$ cat src/wss_pkg.sv
package wss_pkg;

  localparam int BITS_PER_PIXEL = 24;
  localparam int CNT_W = $clog2(BITS_PER_PIXEL);
  localparam logic [CNT_W-1:0] LAST_BIT = CNT_W'(BITS_PER_PIXEL - 1);
  localparam int QUEUE_DEPTH = 2;

  localparam logic [2:0] REG_BRIGHTNESS = 3'd0;
  localparam logic [2:0] REG_ONE_HIGH = 3'd1;
  localparam logic [2:0] REG_ZERO_HIGH = 3'd2;
  localparam logic [2:0] REG_BIT_PERIOD = 3'd3;
  localparam logic [2:0] REG_LATCH_LOW = 3'd4;

  localparam logic OP_PIXEL = 1'b0;
  localparam logic OP_LATCH = 1'b1;

  typedef struct packed {
    logic       op;
    logic [7:0] red;
    logic [7:0] green;
    logic [7:0] blue;
  } pixel_in_t;

  typedef struct packed {
    logic        bit_value;
    logic        is_latch;
    logic [7:0]  high_ticks;
    logic [15:0] low_ticks;
    logic        last_symbol;
  } symbol_out_t;

  typedef struct packed {
    logic [7:0]  brightness;
    logic [7:0]  one_high_ticks;
    logic [7:0]  zero_high_ticks;
    logic [8:0]  bit_period_ticks;
    logic [15:0] latch_low_ticks;
  } cfg_regs_t;

  typedef struct packed {
    logic                      op;
    logic [BITS_PER_PIXEL-1:0] word;
  } queue_entry_t;

  typedef struct packed {
    logic push;
    logic pop;
    logic full;
    logic empty;
  } queue_ctrl_t;

  // Exact division by 255 for any 16-bit product of two bytes.
  function automatic logic [7:0] div255(input logic [15:0] p);
    logic [16:0] sum;
    sum = {1'b0, p} + {9'd0, p[15:8]} + 17'd1;
    return sum[15:8];
  endfunction

endpackage

$ cat src/ws281x_pixel_serializer.sv
// Line-code encoder for WS2812-style LED strips.
// The input channel carries one transaction per pixel or latch request. A
// pixel has each colour scaled by brightness/255 and becomes 24 symbols in
// green, red, blue order, most significant bit first; a latch request becomes
// one low-only symbol. The output channel carries one symbol per transaction,
// with last_symbol set on the final symbol of each input transaction.
// Timing and brightness are set through the write port; the user must write
// them only while the block is idle, as the block itself does not enforce it.
// An accepted pixel passes through the multiply stage, then the queue, then
// the output register. The output side gives one symbol per cycle while the
// queue holds an entry and the receiver does not stall, so a pixel occupies
// the output for 24 symbols and a latch for one. A two-entry queue lets the
// front end take new transactions while the back end is busy.
// When the receiver stalls, the output transaction holds, the queue fills and
// then the multiply stage holds, after which the input is stalled. Reset empties
// the pipeline and queue and loads the default timing and brightness values.
module ws281x_pixel_serializer (
  input  logic                 clk,
  input  logic                 rst,
  input  logic                 in_valid,
  output logic                 in_stall,
  input  wss_pkg::pixel_in_t   in_data,
  output logic                 out_valid,
  input  logic                 out_stall,
  output wss_pkg::symbol_out_t out_data,
  input  logic                 cfg_write,
  input  logic [2:0]           cfg_index,
  input  logic [15:0]          cfg_data
);
  import wss_pkg::*;

  cfg_regs_t    cfg;
  queue_entry_t push_data;
  queue_entry_t head;
  queue_ctrl_t  qctrl;
  logic         push;
  logic         pop;

  always_ff @(posedge clk) begin
    if (rst) begin
      cfg.brightness <= 8'd255;
      cfg.one_high_ticks <= 8'd40;
      cfg.zero_high_ticks <= 8'd20;
      cfg.bit_period_ticks <= 9'd62;
      cfg.latch_low_ticks <= 16'd2500;
    end else if (cfg_write) begin
      unique case (cfg_index)
        REG_BRIGHTNESS: cfg.brightness <= cfg_data[7:0];
        REG_ONE_HIGH: cfg.one_high_ticks <= cfg_data[7:0];
        REG_ZERO_HIGH: cfg.zero_high_ticks <= cfg_data[7:0];
        REG_BIT_PERIOD: cfg.bit_period_ticks <= cfg_data[8:0];
        REG_LATCH_LOW: cfg.latch_low_ticks <= cfg_data;
        default: ;
      endcase
    end
  end

  wss_front u_front (
    .clk        (clk),
    .rst        (rst),
    .in_valid   (in_valid),
    .in_stall   (in_stall),
    .in_data    (in_data),
    .brightness (cfg.brightness),
    .queue_full (qctrl.full),
    .queue_push (push),
    .queue_data (push_data)
  );

  wss_queue u_queue (
    .clk       (clk),
    .rst       (rst),
    .push      (push),
    .push_data (push_data),
    .pop       (pop),
    .head      (head),
    .ctrl      (qctrl)
  );

  wss_back u_back (
    .clk        (clk),
    .rst        (rst),
    .head       (head),
    .head_valid (!qctrl.empty),
    .pop        (pop),
    .cfg        (cfg),
    .out_valid  (out_valid),
    .out_stall  (out_stall),
    .out_data   (out_data)
  );

endmodule

$ cat src/wss_front.sv
module wss_front (
  input  logic                  clk,
  input  logic                  rst,
  input  logic                  in_valid,
  output logic                  in_stall,
  input  wss_pkg::pixel_in_t    in_data,
  input  logic [7:0]            brightness,
  input  logic                  queue_full,
  output logic                  queue_push,
  output wss_pkg::queue_entry_t queue_data
);
  import wss_pkg::*;

  logic        stage_valid;
  logic        stage_op;
  logic [15:0] prod_r;
  logic [15:0] prod_g;
  logic [15:0] prod_b;
  logic        accept;

  assign in_stall = stage_valid && queue_full;
  assign accept = in_valid && !in_stall;
  assign queue_push = stage_valid && !queue_full;

  always_ff @(posedge clk) begin
    if (rst) begin
      stage_valid <= 1'b0;
    end else if (accept) begin
      stage_valid <= 1'b1;
    end else if (queue_push) begin
      stage_valid <= 1'b0;
    end
  end

  always_ff @(posedge clk) begin
    if (accept) begin
      stage_op <= in_data.op;
      prod_r <= {8'd0, in_data.red} * {8'd0, brightness};
      prod_g <= {8'd0, in_data.green} * {8'd0, brightness};
      prod_b <= {8'd0, in_data.blue} * {8'd0, brightness};
    end
  end

  always_comb begin
    queue_data.op = stage_op;
    queue_data.word = {div255(prod_g), div255(prod_r), div255(prod_b)};
  end

endmodule

$ cat src/wss_queue.sv
module wss_queue (
  input  logic                  clk,
  input  logic                  rst,
  input  logic                  push,
  input  wss_pkg::queue_entry_t push_data,
  input  logic                  pop,
  output wss_pkg::queue_entry_t head,
  output wss_pkg::queue_ctrl_t  ctrl
);
  import wss_pkg::*;

  localparam int PTR_W = $clog2(QUEUE_DEPTH);

  queue_entry_t           entries [QUEUE_DEPTH];
  logic [PTR_W-1:0]       wr_ptr;
  logic [PTR_W-1:0]       rd_ptr;
  logic [PTR_W:0]         count;

  always_ff @(posedge clk) begin
    if (rst) begin
      wr_ptr <= '0;
      rd_ptr <= '0;
      count <= '0;
    end else begin
      if (push) begin
        wr_ptr <= wr_ptr + PTR_W'(1);
      end
      if (pop) begin
        rd_ptr <= rd_ptr + PTR_W'(1);
      end
      if (push && !pop) begin
        count <= count + (PTR_W+1)'(1);
      end else if (pop && !push) begin
        count <= count - (PTR_W+1)'(1);
      end
    end
  end

  always_ff @(posedge clk) begin
    if (push) begin
      entries[wr_ptr] <= push_data;
    end
  end

  assign head = entries[rd_ptr];

  always_comb begin
    ctrl.push = push;
    ctrl.pop = pop;
    ctrl.full = (count == (PTR_W+1)'(QUEUE_DEPTH));
    ctrl.empty = (count == '0);
  end

endmodule

$ cat src/wss_back.sv
module wss_back (
  input  logic                  clk,
  input  logic                  rst,
  input  wss_pkg::queue_entry_t head,
  input  logic                  head_valid,
  output logic                  pop,
  input  wss_pkg::cfg_regs_t    cfg,
  output logic                  out_valid,
  input  logic                  out_stall,
  output wss_pkg::symbol_out_t  out_data
);
  import wss_pkg::*;

  logic [CNT_W-1:0] cnt;
  logic [CNT_W-1:0] bit_idx;
  logic             load;
  logic             last;
  logic             cur_bit;
  logic [7:0]       high;
  symbol_out_t      sym;

  assign load = head_valid && (!out_valid || !out_stall);
  assign last = (head.op == OP_LATCH) || (cnt == LAST_BIT);
  assign pop = load && last;
  assign bit_idx = LAST_BIT - cnt;
  assign cur_bit = head.word[bit_idx];
  assign high = cur_bit ? cfg.one_high_ticks : cfg.zero_high_ticks;

  always_comb begin
    if (head.op == OP_LATCH) begin
      sym.bit_value = 1'b0;
      sym.is_latch = 1'b1;
      sym.high_ticks = '0;
      sym.low_ticks = cfg.latch_low_ticks;
      sym.last_symbol = 1'b1;
    end else begin
      sym.bit_value = cur_bit;
      sym.is_latch = 1'b0;
      sym.high_ticks = high;
      sym.low_ticks = (cfg.bit_period_ticks > {1'b0, high}) ?
                      16'(cfg.bit_period_ticks - {1'b0, high}) : '0;
      sym.last_symbol = last;
    end
  end

  always_ff @(posedge clk) begin
    if (rst) begin
      cnt <= '0;
      out_valid <= 1'b0;
    end else begin
      if (load) begin
        cnt <= last ? '0 : cnt + CNT_W'(1);
        out_valid <= 1'b1;
      end else if (!out_stall) begin
        out_valid <= 1'b0;
      end
    end
  end

  always_ff @(posedge clk) begin
    if (load) begin
      out_data <= sym;
    end
  end

endmodule

$ cat config.mk
export PLATFORM = sky130hd
export DESIGN_NAME = ws281x_pixel_serializer
export DESIGN_NICKNAME = d
export VERILOG_FILES = /design/src/wss_pkg.sv /design/src/ws281x_pixel_serializer.sv /design/src/wss_front.sv /design/src/wss_queue.sv /design/src/wss_back.sv
export SDC_FILE = /design/constraint.sdc
export NUM_CORES = 1
export LEC_CHECK = 0
export BUFFER_PORTS_ARGS = -buffer_cell sky130_fd_sc_hd__buf_2
export CAP_MARGIN = 20
export CORE_MARGIN = 2
export CORE_UTILIZATION = 57
export CTS_CLUSTER_DIAMETER = 50
export DETAILED_ROUTE_END_ITERATION = 10
export PLACE_DENSITY_LB_ADDON = 0.08
export SLEW_MARGIN = 20
export SYNTH_ARGS = -nofsm -noshare
export SYNTH_HDL_FRONTEND = slang
export SYNTH_SLANG_ARGS = --single-unit
$ cat constraint.sdc
create_clock -name clk -period 4.8 [get_ports clk]
set_clock_uncertainty 0.15 [all_clocks]
set_input_delay 0.96 -clock clk [delete_from_list [all_inputs] [get_ports clk]]
set_output_delay 0.96 -clock clk [all_outputs]
set_load 0.03 [all_outputs]
==> Word level (Yosys, flattened, before mapping) <==
Memories as Yosys holds them, arrays and structs flattened. A register that Yosys moved wholly into a read port is not among the register bits.
Cells that the tools add are included.
{ "totals": {"register_bits": 136, "latch_bits": 0, "ramBits": 50, "romBits": 0, "inputBits": 49, "elab_cells": 87, "mem_count": 1} }
{ "classes": {"n_addsub": 13, "n_mul": 3, "div_mod_pow": 0, "order_cmp": 2, "eq_ne": 7, "n_shift": 0, "mux": 16, "bitwise_logic": 0, "reduce_logical": 25} }
{ "mem_list": {"columns": ["memory", "depth", "width", "rd", "rd_ports_with_merged_regs", "wr", "line", "source"], "rows": [
  ["u_queue.entries", 2, 25, 1, 1, 1, "wss_queue.sv:14", "queue_entry_t entries [QUEUE_DEPTH];"]
]} }
{ "op_table": {"columns": ["op", "count"], "rows": [
  ["adder 16 x 1 -> 16 bit, second input constant", 3],
  ["adder 16 x 8 -> 16 bit", 3],
  ["multiplier 8 x 8 -> 16 bit", 3],
  ["2-to-1 mux 26 bit", 1],
  ["2-to-1 mux 16 bit", 1],
  ["AND reduction 2 bit", 5],
  ["subtractor 9 x 8 -> 10 bit", 1],
  ["greater-than comparator 9 x 8 -> 1 bit", 1],
  ["2-to-1 mux 1 bit", 9],
  ["2-to-1 mux 8 bit", 1],
  ["logical AND 1 bit", 7],
  ["zero test 1 bit", 7],
  ["== test 3 x 2 -> 1 bit, second input constant", 2],
  ["less-than comparator 5 x 6 -> 1 bit, second input constant", 1],
  ["adder 5 x 1 -> 5 bit, second input constant", 1],
  ["binary-select mux 1 bit (select 5 bit)", 1],
  ["== test 5 bit, second input constant", 1],
  ["2-to-1 mux 5 bit", 1],
  ["subtractor 5 bit, first input constant", 1],
  ["2-to-1 mux 2 bit", 2],
  ["nonzero test 2 bit", 2],
  ["== test 3 x 1 -> 1 bit, second input constant", 1],
  ["== test 3 bit, second input constant", 1],
  ["zero test 3 bit", 1],
  ["other kinds (7)", 9]
]} }

==> Depth between registers and ports, before layout <==
{ "logic_depth": {"depth_word": 7, "ltp_mapped": 17, "depth_no_buf": 16} }

==> Hierarchy <==
From an unflattened synthesis, not the netlist that was laid out.
{ "hier_totals": {"cells_unflattened": 1444, "hier_area_um2": 15067.0} }
{ "modules_own_cells": {"columns": ["module", "instances", "cells_each", "area_each_um2", "seq_area_each_um2"], "rows": [
  ["wss_front", 1, 914, 8738.4, 1491.4],
  ["wss_back", 1, 231, 2283.4, 930.9],
  ["wss_queue", 1, 102, 2025.7, 1601.5],
  ["ws281x_pixel_serializer", 1, 197, 2019.4, 980.9]
]} }

==> Worst setup path before layout <==
Ideal clock, no wire load.
{ "synth_timing": {"kind": "input -> register", "from": "input port in_data[21] (netlist name)", "to": "register u_front.prod_r[15] (data pin)", "arrival_time_ns": 4.545, "required_time_ns": 4.391, "setup_slack_ns": -0.154, "path_stages": 16, "path_cell_list": "and2_1 > fa_1 > inv_1 > fa_1 > inv_1 > fa_1 > inv_1 > fa_1 > inv_1 > ha_1 > o21a_1 > o31a_1 > o31a_1 > o21bai_1 > nand2_1 > a211o_1"} }
{ "synth_via": {"elab_chain_cells": 1} }
{ "synth_rtl": {"columns": ["item", "line", "source"], "rows": [
  ["start: declaration", "ws281x_pixel_serializer.sv:22", "input wss_pkg::pixel_in_t in_data,"],
  ["multiplier 8 x 8 -> 16 bit", "wss_front.sv:38", "prod_r <= {8'd0, in_data.red} * {8'd0, brightness};"],
  ["end signal: assignment", "wss_front.sv:38", null],
  ["end: declaration", "wss_front.sv:16", "logic [15:0] prod_r;"]
]} }
No other way between the ends.
A chain may end at the register's enable or synchronous reset.

==> Worst setup path in the final report <==
Same ends and word-level chain as after synthesis.

==> metrics.md <==
| Metric | Value |
|---|---|
| Status | `complete, no violations` |
| Fin. Hold Viols | `0` |
| Sw power | `about 4.1 mW` |
| Max_cap viols | `0` |
| Minimum clock period | `4.63 ns` |
| Drc violations | `0` |
| Setup violators final | `0` |
| Switching Fraction | `between 40% and 50%` |
| Post-DP Area | `15700 µm²` |
| Async SR Flop Fraction | `0%` |
| Vias per cell | `approximately 5.3` |
| Reg clk slew, reported paths | `around 0.07 ns` |
| Clk buf depth | `2` |
| Pint | `6.14 mW` |
| Leakage | `7.37 nW` |
| Reg power frac | `between 20% and 30%` |
| Number of synthesized flops with an enable pin | `around 130` |
| Initial DRC Count | `between 400 and 500` |
| Antenna cells | `0` |
| Synthesized net count | `1681` |
| Clock latency on the worst-skew pair | `0.44 ns` |
| Min-delay src | `cfg[28]` |
| Worst-path fanout max | `3` |
| Critical path capture point type | `flip-flop` |
| CP Launch Point | `in_data[21]` |
| Initial antenna violation count | `0` |
| Design Power | `between 10 and 15 mW` |
| FP Rows | `58` |
| DR pass1 iterations | `5` |
| Final non-filler cell area | `approximately 16000 µm²` |
| Die X | `163 µm` |
| Nets | `1827` |
| Hold Slack | `roughly 0.31 ns` |
| Num CTS Buffers | `17` |
| CP required | `approximately 4.8 ns` |
| Die Area | `26400 µm²` |
| Overall Global Routing Usage | `22.6%` |
| Post-Syn Area per Cell | `about 10 µm²` |
| Count of cell types in the netlist | `between 60 and 70` |
| Post-synthesis cell count | `1383` |
| Seq/Total Area, Yosys | `between 30% and 40%` |
| Gr ovfl total | `0` |
| Post-CTS Hold Buffers | `0` |
| Dpl ws | `-0.390 ns` |
| Post-DP HPWL | `approximately 22 mm` |
| Wire per inst | `between 15 and 20 µm` |
| Power density over cell area | `roughly 630 nW/µm²` |
| Die Y | `163 µm` |
| Critical path class | `in -> reg` |
| Combinational Power Share | `59.1%` |
| Slew HR | `34.2%` |
| RSZ-0062 raised after global routing | `false` |
| I/O pins | `between 70 and 80` |
| Core ar. | `about 25000 µm²` |
| CP arrival | `4.67 ns` |
| Routed via count | `9948` |
| Synthesis Warnings | `0` |
| Post-route ant nets | `0` |
| Final Max Slew Viols | `0` |
| Worst-margin pin slew | `between 0.9 and 1 ns` |
| Post-synth top flop | `edfxtp_1` |
| Synth area leaders | `edfxtp_1 26%, fa_1 15%, ha_1 12%` |
| Synth cell count leaders | `164 x inv_1, 160 x nand2_1, 150 x and2_1` |
| Synth top area share | `26.4%` |
| Synth-to-Final Area Change | `14.0%` |
| Largest net degree at the start of global routing | `58` |
| Starting Density | `approximately 57%` |
| Clock network power share | `13.4%` |
| Max frequency | `~220 MHz` |
| H-tree depth | `4` |
| Setup crit start kind | `input pin` |
| Mapped Area | `about 14000 µm²` |
| Synth Register Bits | `187` |
| CTS root buffer | `clkbuf_16` |
| CTS tree | `built` |
| First-pass GRT wire length | `47.7 mm` |
| Vias in the first global route | `between 9000 and 10000` |
| PortBufs | `just under 80` |
| Clock sinks | `187` |
| Leading area contributor after synthesis | `edfxtp_1` |
| Max rail drop VDD | `approximately 430 µV` |
| Final WS setup | `between 0.15 and 0.2 ns` |
| Worst min path class | `reg -> reg` |
| Final WL | `roughly 29 mm` |
| RR Startpoint | `cfg[44]` |
| Share of cells above drive strength 1 | `15.0%` |
| Period Utilization, post-route | `96.5%` |
| Gpl congestion | `around 0.85` |
| Most frequent cell after synthesis | `inv_1` |
==> sequential cells by signal, summed over array words and instances (netlist names), named ones only <==
| name | cells |
|---|---|
| u_queue.entries | 50 |
| cfg | 49 |
| u_back.out_data | 27 |
| u_front.prod_b | 16 |
| u_front.prod_g | 16 |
| u_front.prod_r | 16 |
| u_back.cnt | 5 |
| u_queue.count | 2 |
| u_back.out_valid | 1 |
| u_front.stage_op | 1 |
| u_front.stage_valid | 1 |
| u_queue.rd_ptr | 1 |
| u_queue.wr_ptr | 1 |
==> path summary, 6_finish.rpt <==
path | endpoint | slack, ns | depth (start not counted)
setup / recovery | u_front.prod_r[15] | 0.17 | 17
hold / removal | cfg[28] | 0.31 | 2
setup reg to reg | u_front.prod_r[15] | 0.21 | 17
hold reg to reg | cfg[28] | 0.31 | 2
==> layout by cell type, fill, tap and decap left out, types with 4 or more instances in the layout <==
master,n
ha_1,139
o311ai_1,4
clkbuf_16,17
mux4_2,6
inv_8,4
buf_2,77
nand3_1,15
o21ai_0,17
inv_1,163
and4_1,4
buf_4,86
xnor2_1,46
nand2_1,160
nor2_1,62
xor2_1,20
edfxtp_1,126
nand4_1,9
fa_1,108
nand3b_1,21
nand2b_1,7
nor3_1,5
and3_1,13
and2_1,150
nor2b_1,16
dfxtp_1,60
inv_6,5
a211oi_1,7
a22o_1,6
a21o_1,21
o21a_1,11
a211o_1,4
buf_12,6
mux2i_1,20
a21oi_1,47
nor4_1,5
==> critical path, cell delays in order <==
cell and delay [ns]:
buf_2 0.10, and2_1 0.16, fa_1 0.54, inv_1 0.05, fa_1 0.52, inv_1 0.05, fa_1 0.47, inv_1 0.04
fa_1 0.49, inv_2 0.05, ha_4 0.21, o21a_1 0.10, o31a_1 0.11, o31a_1 0.27, o21bai_2 0.17, nand2_1 0.10
a211o_1 0.27
==> power groups by stage <==
stage,clock [mW],sequential [mW],combinational [mW]
CTS,1.41,2.83,6.07
detailed placement,0,2.86,6.00
global route,1.47,2.87,6.87
floorplan,0,3.02,4.14
global placement,0,2.85,5.86
finish,1.38,2.83,6.07
==> area by class of cell <==
class                           count  area (µm²)
Fill cell                        2039        8620
Multi-Input combinational cell    989        8570
Sequential cell                   187        5010
Timing Repair Buffer              169        1150
Inverter                          165         619
Clock buffer                       17         425
Tap cell                          330         413
Clock inverter                     15         154
==> through the flow <==
step	instances	util, %	TNS [ns]
after global routing	1872	65.5	0
after detailed placement	1839	63.0	-3.26
final	1872	65.5	0
after floorplan	1383	-	-0.0859
after global placement	1839	63.0	-2.21
after CTS	1871	65.3	0
==> what timing repair did <==
action	CTS	global route
hold endpoints to repair	0	0
buffers inserted	0	1
pin swaps	0	1
endpoints found under the setup margin	2	20
resized for setup	2	9
==> per-layer routing <==
metal	vias to the layer above	track usage, %	share of wire (%)
li1	4940	-	-
met1	4806	32.7	48
met2	169	36.6	47
met3	33	2.78	3.6
met4	0	5.43	1.4
met5	-	0	0
==> cells by family (layout without fill, tap and decap cells) <==
group / after synthesis / after routing / synth area share, %
buf+inv: 207 / 366 / 5.73
flops: 187 / 187 / 34.9
xor+xnor: 66 / 66 / 4.03
mux: 30 / 30 / 2.67
fa+ha+maj: 249 / 249 / 27.5
simple gates: 482 / 482 / 17.4
compound gates: 162 / 162 / 7.82
(Power assumes the default switching activity.)
